[src/rtl/cpcr_pkg.sv]
// Shared constants, types and helpers for the circle pair collision response block.
package cpcr_pkg;

    // Field formats.
    localparam int FRAC_BITS = 8;
    localparam int FW        = 20;
    localparam int RADW      = 10;

    // Centre difference and squared distance.
    localparam int DW   = FW + 1;
    localparam int D2W  = 2 * DW;
    localparam int RSW  = RADW + 1;
    localparam int LIMW = 2 * RSW + 2 * FRAC_BITS;
    localparam int CMPW = (D2W > LIMW) ? D2W : LIMW;
    localparam int SW   = LIMW;

    // Reciprocal root: quotient of 2^(32+2F) by S, then its integer root.
    localparam int TW  = 33 + 2 * FRAC_BITS;
    localparam int QB  = TW;
    localparam int NSQ = (TW + 1) / 2;
    localparam int RW  = 17 + FRAC_BITS;
    localparam int LAT = QB + NSQ;

    // Unit vector, dot products and projections.
    localparam int UW      = 18;
    localparam int PW      = DW + RW + 1;
    localparam int TPW     = FW + UW;
    localparam int DOTW    = FW + UW + 1;
    localparam int LOW     = DOTW / 2;
    localparam int HIW     = DOTW - LOW;
    localparam int PHW     = HIW + UW;
    localparam int PLOW    = LOW + 1 + UW;
    localparam int PRW     = DOTW + UW;
    localparam int PJW     = PRW - 31;
    localparam int VW      = PJW + 2;
    localparam int SH_EXCH = 32;
    localparam int SH_REFL = 31;

    // Placement in Q.(F+18).
    localparam int RQW      = RADW + 3;
    localparam int PMW      = RQW + 1 + UW;
    localparam int PLACE_SH = 18;
    localparam int OFFW     = PMW + FRAC_BITS;
    localparam int BASEW    = DW + PLACE_SH;
    localparam int PLW      = ((OFFW > BASEW) ? OFFW : BASEW) + 1;
    localparam int POW      = PLW - PLACE_SH;

    // Queue between the front and back parts.
    localparam int QDEPTH = 4;
    localparam int QAW    = 2;

    localparam int SATW = 64;

    // How a contact is resolved.
    typedef enum logic [1:0] {
        MODE_EXCH,
        MODE_MOVE_A,
        MODE_MOVE_B
    } t_mode;

    // One classified transaction as it travels from the front to the back.
    typedef struct packed {
        logic signed [FW-1:0] a_pos_x;
        logic signed [FW-1:0] a_pos_y;
        logic signed [FW-1:0] b_pos_x;
        logic signed [FW-1:0] b_pos_y;
        logic signed [FW-1:0] a_vel_x;
        logic signed [FW-1:0] a_vel_y;
        logic signed [FW-1:0] b_vel_x;
        logic signed [FW-1:0] b_vel_y;
        logic [RADW-1:0]      a_radius;
        logic [RADW-1:0]      b_radius;
        logic                 hit;
        t_mode                mode;
        logic signed [DW-1:0] dx;
        logic signed [DW-1:0] dy;
        logic [SW-1:0]        s;
    } t_item;

    // One result transaction.
    typedef struct packed {
        logic                 hit;
        logic signed [FW-1:0] new_a_pos_x;
        logic signed [FW-1:0] new_a_pos_y;
        logic signed [FW-1:0] new_b_pos_x;
        logic signed [FW-1:0] new_b_pos_y;
        logic signed [FW-1:0] new_a_vel_x;
        logic signed [FW-1:0] new_a_vel_y;
        logic signed [FW-1:0] new_b_vel_x;
        logic signed [FW-1:0] new_b_vel_y;
    } t_result;

    // Queue status.
    typedef struct packed {
        logic full;
        logic empty;
    } t_qstat;

    // Clamp a wide signed value to the field range.
    function automatic logic signed [FW-1:0] sat(input logic signed [SATW-1:0] v);
        logic signed [SATW-1:0] hi;
        logic signed [SATW-1:0] lo;
        hi = SATW'((64'sd1 <<< (FW - 1)) - 64'sd1);
        lo = -SATW'(64'sd1 <<< (FW - 1));
        if (v > hi) begin
            sat = FW'(hi);
        end else if (v < lo) begin
            sat = FW'(lo);
        end else begin
            sat = FW'(v);
        end
    endfunction

endpackage

[src/rtl/cpcr_queue.sv]
// Short queue that decouples the front part from the back part.
module cpcr_queue
    import cpcr_pkg::*;
(
    input  logic   i_clk,
    input  logic   i_rst_n,
    input  logic   i_push,
    input  t_item  i_item,
    input  logic   i_pop,
    output t_item  o_item,
    output t_qstat o_stat
);

    t_item          r_mem [QDEPTH];
    logic [QAW-1:0] r_wp, r_rp;
    logic [QAW:0]   r_cnt;

    // Pointers and fill count.
    always_ff @(posedge i_clk) begin
        if (!i_rst_n) begin
            r_wp  <= '0;
            r_rp  <= '0;
            r_cnt <= '0;
        end else begin
            if (i_push) begin
                r_wp <= r_wp + 1'b1;
            end
            if (i_pop) begin
                r_rp <= r_rp + 1'b1;
            end
            if (i_push && !i_pop) begin
                r_cnt <= r_cnt + 1'b1;
            end else if (!i_push && i_pop) begin
                r_cnt <= r_cnt - 1'b1;
            end
        end
    end

    // Entry storage.
    always_ff @(posedge i_clk) begin
        if (i_push) begin
            r_mem[r_wp] <= i_item;
        end
    end

    assign o_item       = r_mem[r_rp];
    assign o_stat.full  = r_cnt == (QAW+1)'(QDEPTH);
    assign o_stat.empty = r_cnt == '0;

endmodule

[config.mk]
export PLATFORM = sky130hd
export DESIGN_NAME = cpcr_queue
export DESIGN_NICKNAME = d
export VERILOG_FILES = /design/src/rtl/cpcr_pkg.sv /design/src/rtl/cpcr_queue.sv
export SDC_FILE = /design/constraint.sdc
export NUM_CORES = 1
export LEC_CHECK = 0
export BUFFER_PORTS_ARGS = -buffer_cell sky130_fd_sc_hd__buf_2
export CAP_MARGIN = 20
export CORE_UTILIZATION = 27
export CTS_CLUSTER_SIZE = 25
export DETAILED_ROUTE_END_ITERATION = 7
export GPL_ROUTABILITY_DRIVEN = 0
export PLACE_DENSITY_LB_ADDON = 0.3
export SETUP_SLACK_MARGIN = 0.02
export SYNTH_ARGS = -nofsm -noshare
export SYNTH_HDL_FRONTEND = slang
export SYNTH_SLANG_ARGS = --single-unit
[constraint.sdc]
create_clock -name i_clk -period 15.8 [get_ports i_clk]
set_input_delay 0.79 -clock i_clk [delete_from_list [all_inputs] [get_ports i_clk]]
set_output_delay 0.79 -clock i_clk [all_outputs]
set_load 0.02 [all_outputs]
== After elaboration in Yosys (flattened, before gate mapping) ==
Memories as Yosys holds them, arrays and structs flattened. A register that Yosys moved wholly into a read port is not among the register bits.
Index checks and enable logic that the tools add are counted.

* Bits in writable memories: 1052
* Register bits after elaboration: 7
* Logic and storage cells: 21
* Bits of input ports: 267
* Memories: 1
* Output and inout bits: 265

{| class="wikitable"
|+ Memories
! name !! words !! width !! read ports !! clocked after Yosys merged registers in !! write ports !! RTL line !! source
|-
| r_mem || 4 || 263 || 1 || 1 || 1 || cpcr_queue.sv:14 || <nowiki>t_item r_mem [QDEPTH];</nowiki>
|}

* Equal/unequal tests: 1
* $add $sub $neg: 4
* Muxes and demuxes: 6
* Reduce and logical (&&, ||, !) cells: 6

{| class="wikitable"
|+ Operators by type and width
! operator !! number
|-
| $mux 3 || 2
|-
| $add 2x1->2 const B || 2
|-
| $mux 2 || 2
|-
| $add 3x1->3 const B || 1
|-
| $eq 3x3->1 const B || 1
|-
| $logic_not 3->1 || 1
|-
| $sub 3x1->3 const B || 1
|-
| $logic_and 1x1->1 || 2
|-
| $logic_not 1->1 || 2
|-
| $mux 1 || 2
|-
| $reduce_bool 2->1 || 1
|}

== Longest topological paths before layout ==
Gate-level depths: netlist of run 1.

* Depth after elaboration: 4
* Mapped depth: 7
* Gate-level depth less buffers: 7

== Least setup slack after synthesis of run 1 ==
No wires, ideal clock.

* Kind: input port to flip-flop
* Start: input port i_push
* End: memory r_mem[0][0] (netlist name) (enable)
* Required time: 15.144 ns
* Data arrival time: 6.732 ns
* Stages: 1
* Path buffers: 0
* Slack: 8.412 ns
* Cell sequence: and2_1

* Longest elaborated chain between the ends: 2

{| class="wikitable"
|+ Ends and longest elaborated chain
! element !! RTL line !! source
|-
| start: declaration || cpcr_queue.sv:7 || <nowiki>input logic i_push,</nowiki>
|-
| $mux 1 || cpcr_queue.sv:41 || <nowiki>if (i_push) begin</nowiki>
|-
| $mux 1 (implied by the code) || cpcr_queue.sv:42 || <nowiki>r_mem[r_wp] <= i_item;</nowiki>
|-
| end: declaration || cpcr_queue.sv:14 ||
|}

No other way between the ends.

==> flow_summary.toml, run 1 <==
[clock_network]
cts_setup_buffers = 0
htree_levels = 3
cts_tree = "yes"
clk_latency_ps = 720
cts_hold_buffers = 0
path_clk_slew_ps = 60
clock_sinks = 1061
cts.repair.resized = 0
cts_root_buffer = "clkbuf_16"
clock_path_buffers = 3
numCtsBuffers = 111

[logic_synthesis]
synth_flop_cell = "edfxtp_1"
ys_seq_area_share_pct = 83.00
syn_inst = 1416
ys_top_cells_by_count = "edfxtp_1, mux4_2, buf_2"
synth_nets = 1689
synth_top_area_cell = "edfxtp_1"
synth_cell_types = 21
synth_area_per_cell_sq_um = 27.03
syn-cell-area_sq_um = 38280
yosysMostFrequentCell = "edfxtp_1"
synth_area_leaders = "edfxtp_1, mux4_2, dfxtp_1"
async_flop_share_pct = 0
yosysWarnings = 0
synth_edf_count = 1052
synth_top_area_share_pct = 82.53
synth-seq-cells = 1061

[worst_setup_path]
worstPathRequired_ps = 15010
rr_endpoint = "r_mem[2][227]"
r2r_slack_ps = 12190
arrival_ps = 4520
worstPathMaxFanout = 37
r2r_start = "r_wp[0]"
start_kind = "register"
worst_setup_path_end_kind = "output port"
reg2reg_depth = 5
crit_type = "reg2out"

[global_routing]
grt_pass1_vias = 18790
antenna_found_initial = 38
grt_start_max_net_pins = 95
grt_overflow = 0
globalRouteTotalUtil_pct = 11.93
grt_pass1_wl_microns = 125200

[floorplanning]
io_pins = 532
die_area_sq_um = 143300
core-area_sq_um = 140000
die_y_microns = 378.5
die_x_microns = 378.5
start_util_pct = 27.33
rows = 137

[sta]
tightest_slew_ps = 1036
grt_setup_unrepaired = "false"
max_freq_mhz = 188.2
maxSlewViolCount = 0
fin_tns_setup_ps = 0
holdWs_ps = 287.4
fin_skew_ps = 13.29
hold_viol_final = 0
setup_viol = 0
max_slew_margin_pct = 30.91
timing.final.crit_share_pct = 33.63
fin_crit_ps = 5314

[cells_and_area]
finalNetCount = 2300
syn2layout_area_growth_pct = 22.18
fin_cells = 3999
drive_gt1_share_pct = 46.03
final_core_util_pct = 33.39

[drt]
vias = 17280
routed_wl_microns = 86440
viasPerCell = 4.320
first_pass_iters = 4
drc = 0
drtIter0Drc = 1092
ant_nets = 0
routedWlPerCell_microns = 21.61

[placement]
place_inst = 3790
numPortBuffers = 531
dp.final_hpwl_microns = 53630

[power]
pwr-share-comb_pct = 10.4
p_seq_share_pct = 50.4
cellPowerDensity_nw_per_um2 = 138.8
p_sw_mw = 1.501
intPower_mw = 4.989
clock_power_share_pct = 39.1
switching_share_pct = 23.13
ir_worst_vdd_mv = 0.09621
leakage_nw = 15.27

[min_path]
min_delay_path_depth = 1
hold_end = "r_mem[3][191]"
hold_class = "in2reg"
hold_start = "i_item[191]"

[job]
drv_cap = 0

[status]
status = "complete, no violations"
## layer usage
| layer | track usage, % | vias to the layer above | routed length, microns |
|---|---|---|---|
| met5 | 0 | - | 363 |
| met4 | 3.751 | 56 | 2142 |
| met3 | 5.073 | 203 | 7699 |
| met2 | 18.83 | 517 | 40590 |
| met1 | 14.71 | 9072 | 35640 |
| li1 | - | 7427 | - |
## worst max path at each step
stage,endpoint,slack [ps],cells after the start
2_1_floorplan,r_mem[0][0],8410,1
3_3_place_gp,o_item[208],10960,5
3_5_place_dp,o_item[208],10950,5
4_1_cts,o_item[208],10110,5
5_1_grt,o_item[208],9890,5
6_report,o_item[208],10490,5
## kinds of logic after synthesis
kind of cell,count (synthesis),share of synthesized area [%]
flops,1061,83.00
mux,265,15.53
compound gates,2,0.03268
buf+inv,62,0.8662
fa+ha+maj,6,0.2158
xor+xnor,5,0.1144
simple gates,15,0.2386
## layout by cell type (no fill, tap or decap), drive strengths merged
cell         n
edfxtp    1052
buf        556
mux4       263
clkbuf     141
clkinv      45
bufinv      10
dfxtp        9
and2         9
diode        7
inv          7
ha           5
xor2         3
clkinvlp     3
xnor2        2
mux2i        2
nor2b        2
nor3         1
nor3b        1
nand2        1
o21ai        1
or3          1
a21boi       1
fa           1
## power groups by stage
stage	sequential (mW)	combinational (mW)	clock, mW
after floorplan	3.35	0.425	0
after global placement	3.33	0.685	0
after detailed placement	3.34	0.694	0
after CTS	3.28	0.697	2.63
after global routing	3.29	0.727	2.71
final	3.27	0.675	2.54
## final cells by class
class                           instances  area (sq um)
Fill cell                           13220         93280
Sequential cell                      1061         31780
Multi-Input combinational cell        293          6183
Clock buffer                          141          2997
Timing Repair Buffer                  556          2858
Tap cell                             1876          2347
Clock inverter                         61         569.3
Antenna cell                            7         17.52
Inverter                                4         15.01
## through the flow
stage               worst slack (ps)  power [mW]  instance area, sq um
floorplan                       8412       3.774                 38280
detailed placement             10950       4.030                 43180
finish                         10490       6.491                 46760
CTS                            10110       6.600                 46750
global placement               10960       4.012                 43180
global route                    9894       6.724                 46750
## critical path, stage by stage (launching register included)
cell and delay (ps):
dfxtp_4 720, buf_4 630, buf_4 750, buf_4 740, mux4_2 620, buf_2 180
## flip-flops by register name, indices dropped and copies added, names as in the netlist, named ones only
signal,flops
r_cnt,3
r_rp,2
r_wp,2
r_mem,1052
Power figures use the tool's default switching activity.
==> run 2: changes to the inputs <==
--- a/config.mk
+++ b/config.mk
@@ -5,6 +5,7 @@
 export SDC_FILE = /design/constraint.sdc
 export NUM_CORES = 1
 export LEC_CHECK = 0
+export ABC_AREA = 1
 export BUFFER_PORTS_ARGS = -buffer_cell sky130_fd_sc_hd__buf_2
 export CAP_MARGIN = 20
 export CORE_UTILIZATION = 27
==> constraint.sdc (replaced) <==
create_clock -name i_clk -period 4.35 [get_ports i_clk]
set_input_delay 0.2175 -clock i_clk [delete_from_list [all_inputs] [get_ports i_clk]]
set_output_delay 0.2175 -clock i_clk [all_outputs]
set_load 0.02 [all_outputs]
==> run 2 against run 1 <==
Synthesized area is 2.0% higher. Synthesized cell count up 84%. Sequential share of layout area shrank 4.9 points. Utilization grew 1.8 points. Register-to-register slack got worse by 10000 ps. Critical path type unchanged. First-iteration DRC count grew 49%. Setup slack worse by 9400 ps. Die area increased by 2.0%. Sequential power grew to 3.6 times the previous value. Clock power increased to 3.7 times the previous value. Non-clock buffer count rose by 296.
==> flow_summary.toml, run 2 <==
[sta]
fin_skew_ps = 24.67
grt_setup_unrepaired = "false"
max_slew_margin_pct = 37.55
max_freq_mhz = 308.5
layout_setup_ws_ps = 1108
fin_crit_ps = 3242
maxSlewViolCount = 0
timing.final.crit_share_pct = 74.52
fin_tns_setup_ps = 0
hold_viol_final = 0
setup_viol = 0
tightest_slew_ps = 936.7

[cells_and_area]
drive_gt1_share_pct = 21.61
syn2layout_area_growth_pct = 29.12
layout_commonest_cell = "edfxtp_1"
fin_area_sq_um = 50430
regArea_sq_um = 31780
finalNetCount = 3667
final_cell_mix = "edfxtp_1, o21ai_0, nor2_1, buf_2, dlygate4sd3_1"
regMostFlops = "r_mem"
fin_cells = 5401
num-fill-cells = 13840
largestRegisters = "r_mem (1052), r_cnt (3)"
largest_reg_flops = 1052
multi_input_comb_area_sq_um = 6474

[clock_network]
numCtsBuffers = 113
clock_sinks = 1061
cts_setup_buffers = 0
cts_tree = "yes"
path_clk_slew_ps = 60
cts_root_buffer = "clkbuf_16"
htree_levels = 3
clock_path_buffers = 3
clk_latency_ps = 720

[logic_synthesis]
synth_top_area_share_pct = 80.88
synth_area_per_cell_sq_um = 15.02
synth_flop_cell = "edfxtp_1"
yosysMostFrequentCell = "edfxtp_1"
yosysWarnings = 0
synth_cell_types = 18
ys_top_cells_by_count = "edfxtp_1, o21ai_0, nor2_1"
syn-cell-area_sq_um = 39060
syn_inst = 2601
synth-seq-cells = 1061
ys_seq_area_share_pct = 81.35
synth_edf_count = 1052
synth_area_leaders = "edfxtp_1, o21ai_0, nor2_1"
synth_nets = 2874
synth_top_area_cell = "edfxtp_1"
async_flop_share_pct = 0

[placement]
dpl_cell_area_sq_um = 44140
place_inst = 4916
numPortBuffers = 531
place_ws_ps = 1801
dp.final_hpwl_microns = 59440

[floorplanning]
die_y_microns = 382.3
core-area_sq_um = 143500
die_area_sq_um = 146200
io_pins = 532
start_util_pct = 27.22
die_x_microns = 382.3
rows = 139

[power]
ir_worst_vdd_mv = 0.4139
cellPowerDensity_nw_per_um2 = 469.8
finalPower_mw = 23.69
leakage_nw = 17.26

[worst_setup_path]
worstPathMaxFanout = 115
crit_type = "reg2out"
start_kind = "register"
worst_setup_path_end_kind = "output port"
worstPathRequired_ps = 4130
arrival_ps = 3020

[global_routing]
grt_pass1_vias = 24010
grt_start_max_net_pins = 158
grt_pass1_wl_microns = 151900
grt_overflow = 0
globalRouteTotalUtil_pct = 13.55
antenna_found_initial = 11

[drt]
routedWlPerCell_microns = 18.83
viasPerCell = 4.501
first_pass_iters = 4
vias = 24310
ant_nets = 0
drc = 0
drtIter0Drc = 1630
routed_wl_microns = 101700

[status]
status = "complete, no violations"

[job]
drv_cap = 0

[min_path]
hold_class = "in2reg"
## run 2: logic make-up after synthesis
logic type | count (synthesis) | share of synthesized area (%)
AOI/OAI and AO/OA | 799 | 11.08
adders and majority gates | 6 | 0.2114
buffers and inverters | 191 | 2.118
DFF | 1061 | 81.35
and+or+nand+nor | 544 | 5.244
## run 2: what timing repair did
item,4_1_cts,5_1_grt
endpoints found under the hold margin,1061,0
gates resized for setup,0,0
hold buffers,266,0
## run 2: worst paths after layout
| kind | startpoint | endpoint | slack, ps | cells after the start |
|---|---|---|---|---|
| setup / recovery | register | o_item[83] | 1110 | 5 |
| hold / removal | i_item[179] | r_mem[1][179] | 220 | 2 |
| setup reg to reg | r_wp[0] | r_mem[3][153] | 2170 | 4 |
| hold reg to reg | r_rp[1] | register | 430 | 1 |
## run 2: worst max-delay path: stages (launching register included)
cell and delay, ps:
dfxtp_4 830, inv_8 410, buf_12 360, o21ai_0 240
o22ai_1 130, buf_2 180
## run 2: layer usage
metal	global-route usage [%]	share of wire, %
met1	16.54	42
met2	22.86	49
met3	3.598	6.2
met4	5.059	2.8
met5	0	0.091
## run 2: where the power goes
part | internal (mW) | total, mW | switching (mW)
Clock | 5.32 | 9.33 | 4.02
Combinational | 0.815 | 2.57 | 1.75
Sequential | 11.7 | 11.8 | 0.0963
Total | 17.8 | 23.7 | 5.86
## run 2: final cells by class
class	instances	share of cell area [%]
clock inverters	66	1.283
well taps	1903	4.721
repair buffers	852	12.04
flip-flops and latches	1061	63.02
multi-input cells	1349	12.84
clock buffers	149	5.895
inverters	17	0.1861
diodes	4	0.01985
## run 2: through the flow
stage | hold slack [ps] | util, %
CTS | 121.7 | 35.14
detailed placement | 429.3 | 30.76
global route | 163.2 | 35.15
floorplan | 316.4 | -
finish | 224.3 | 35.15
global placement | 420.8 | 30.76
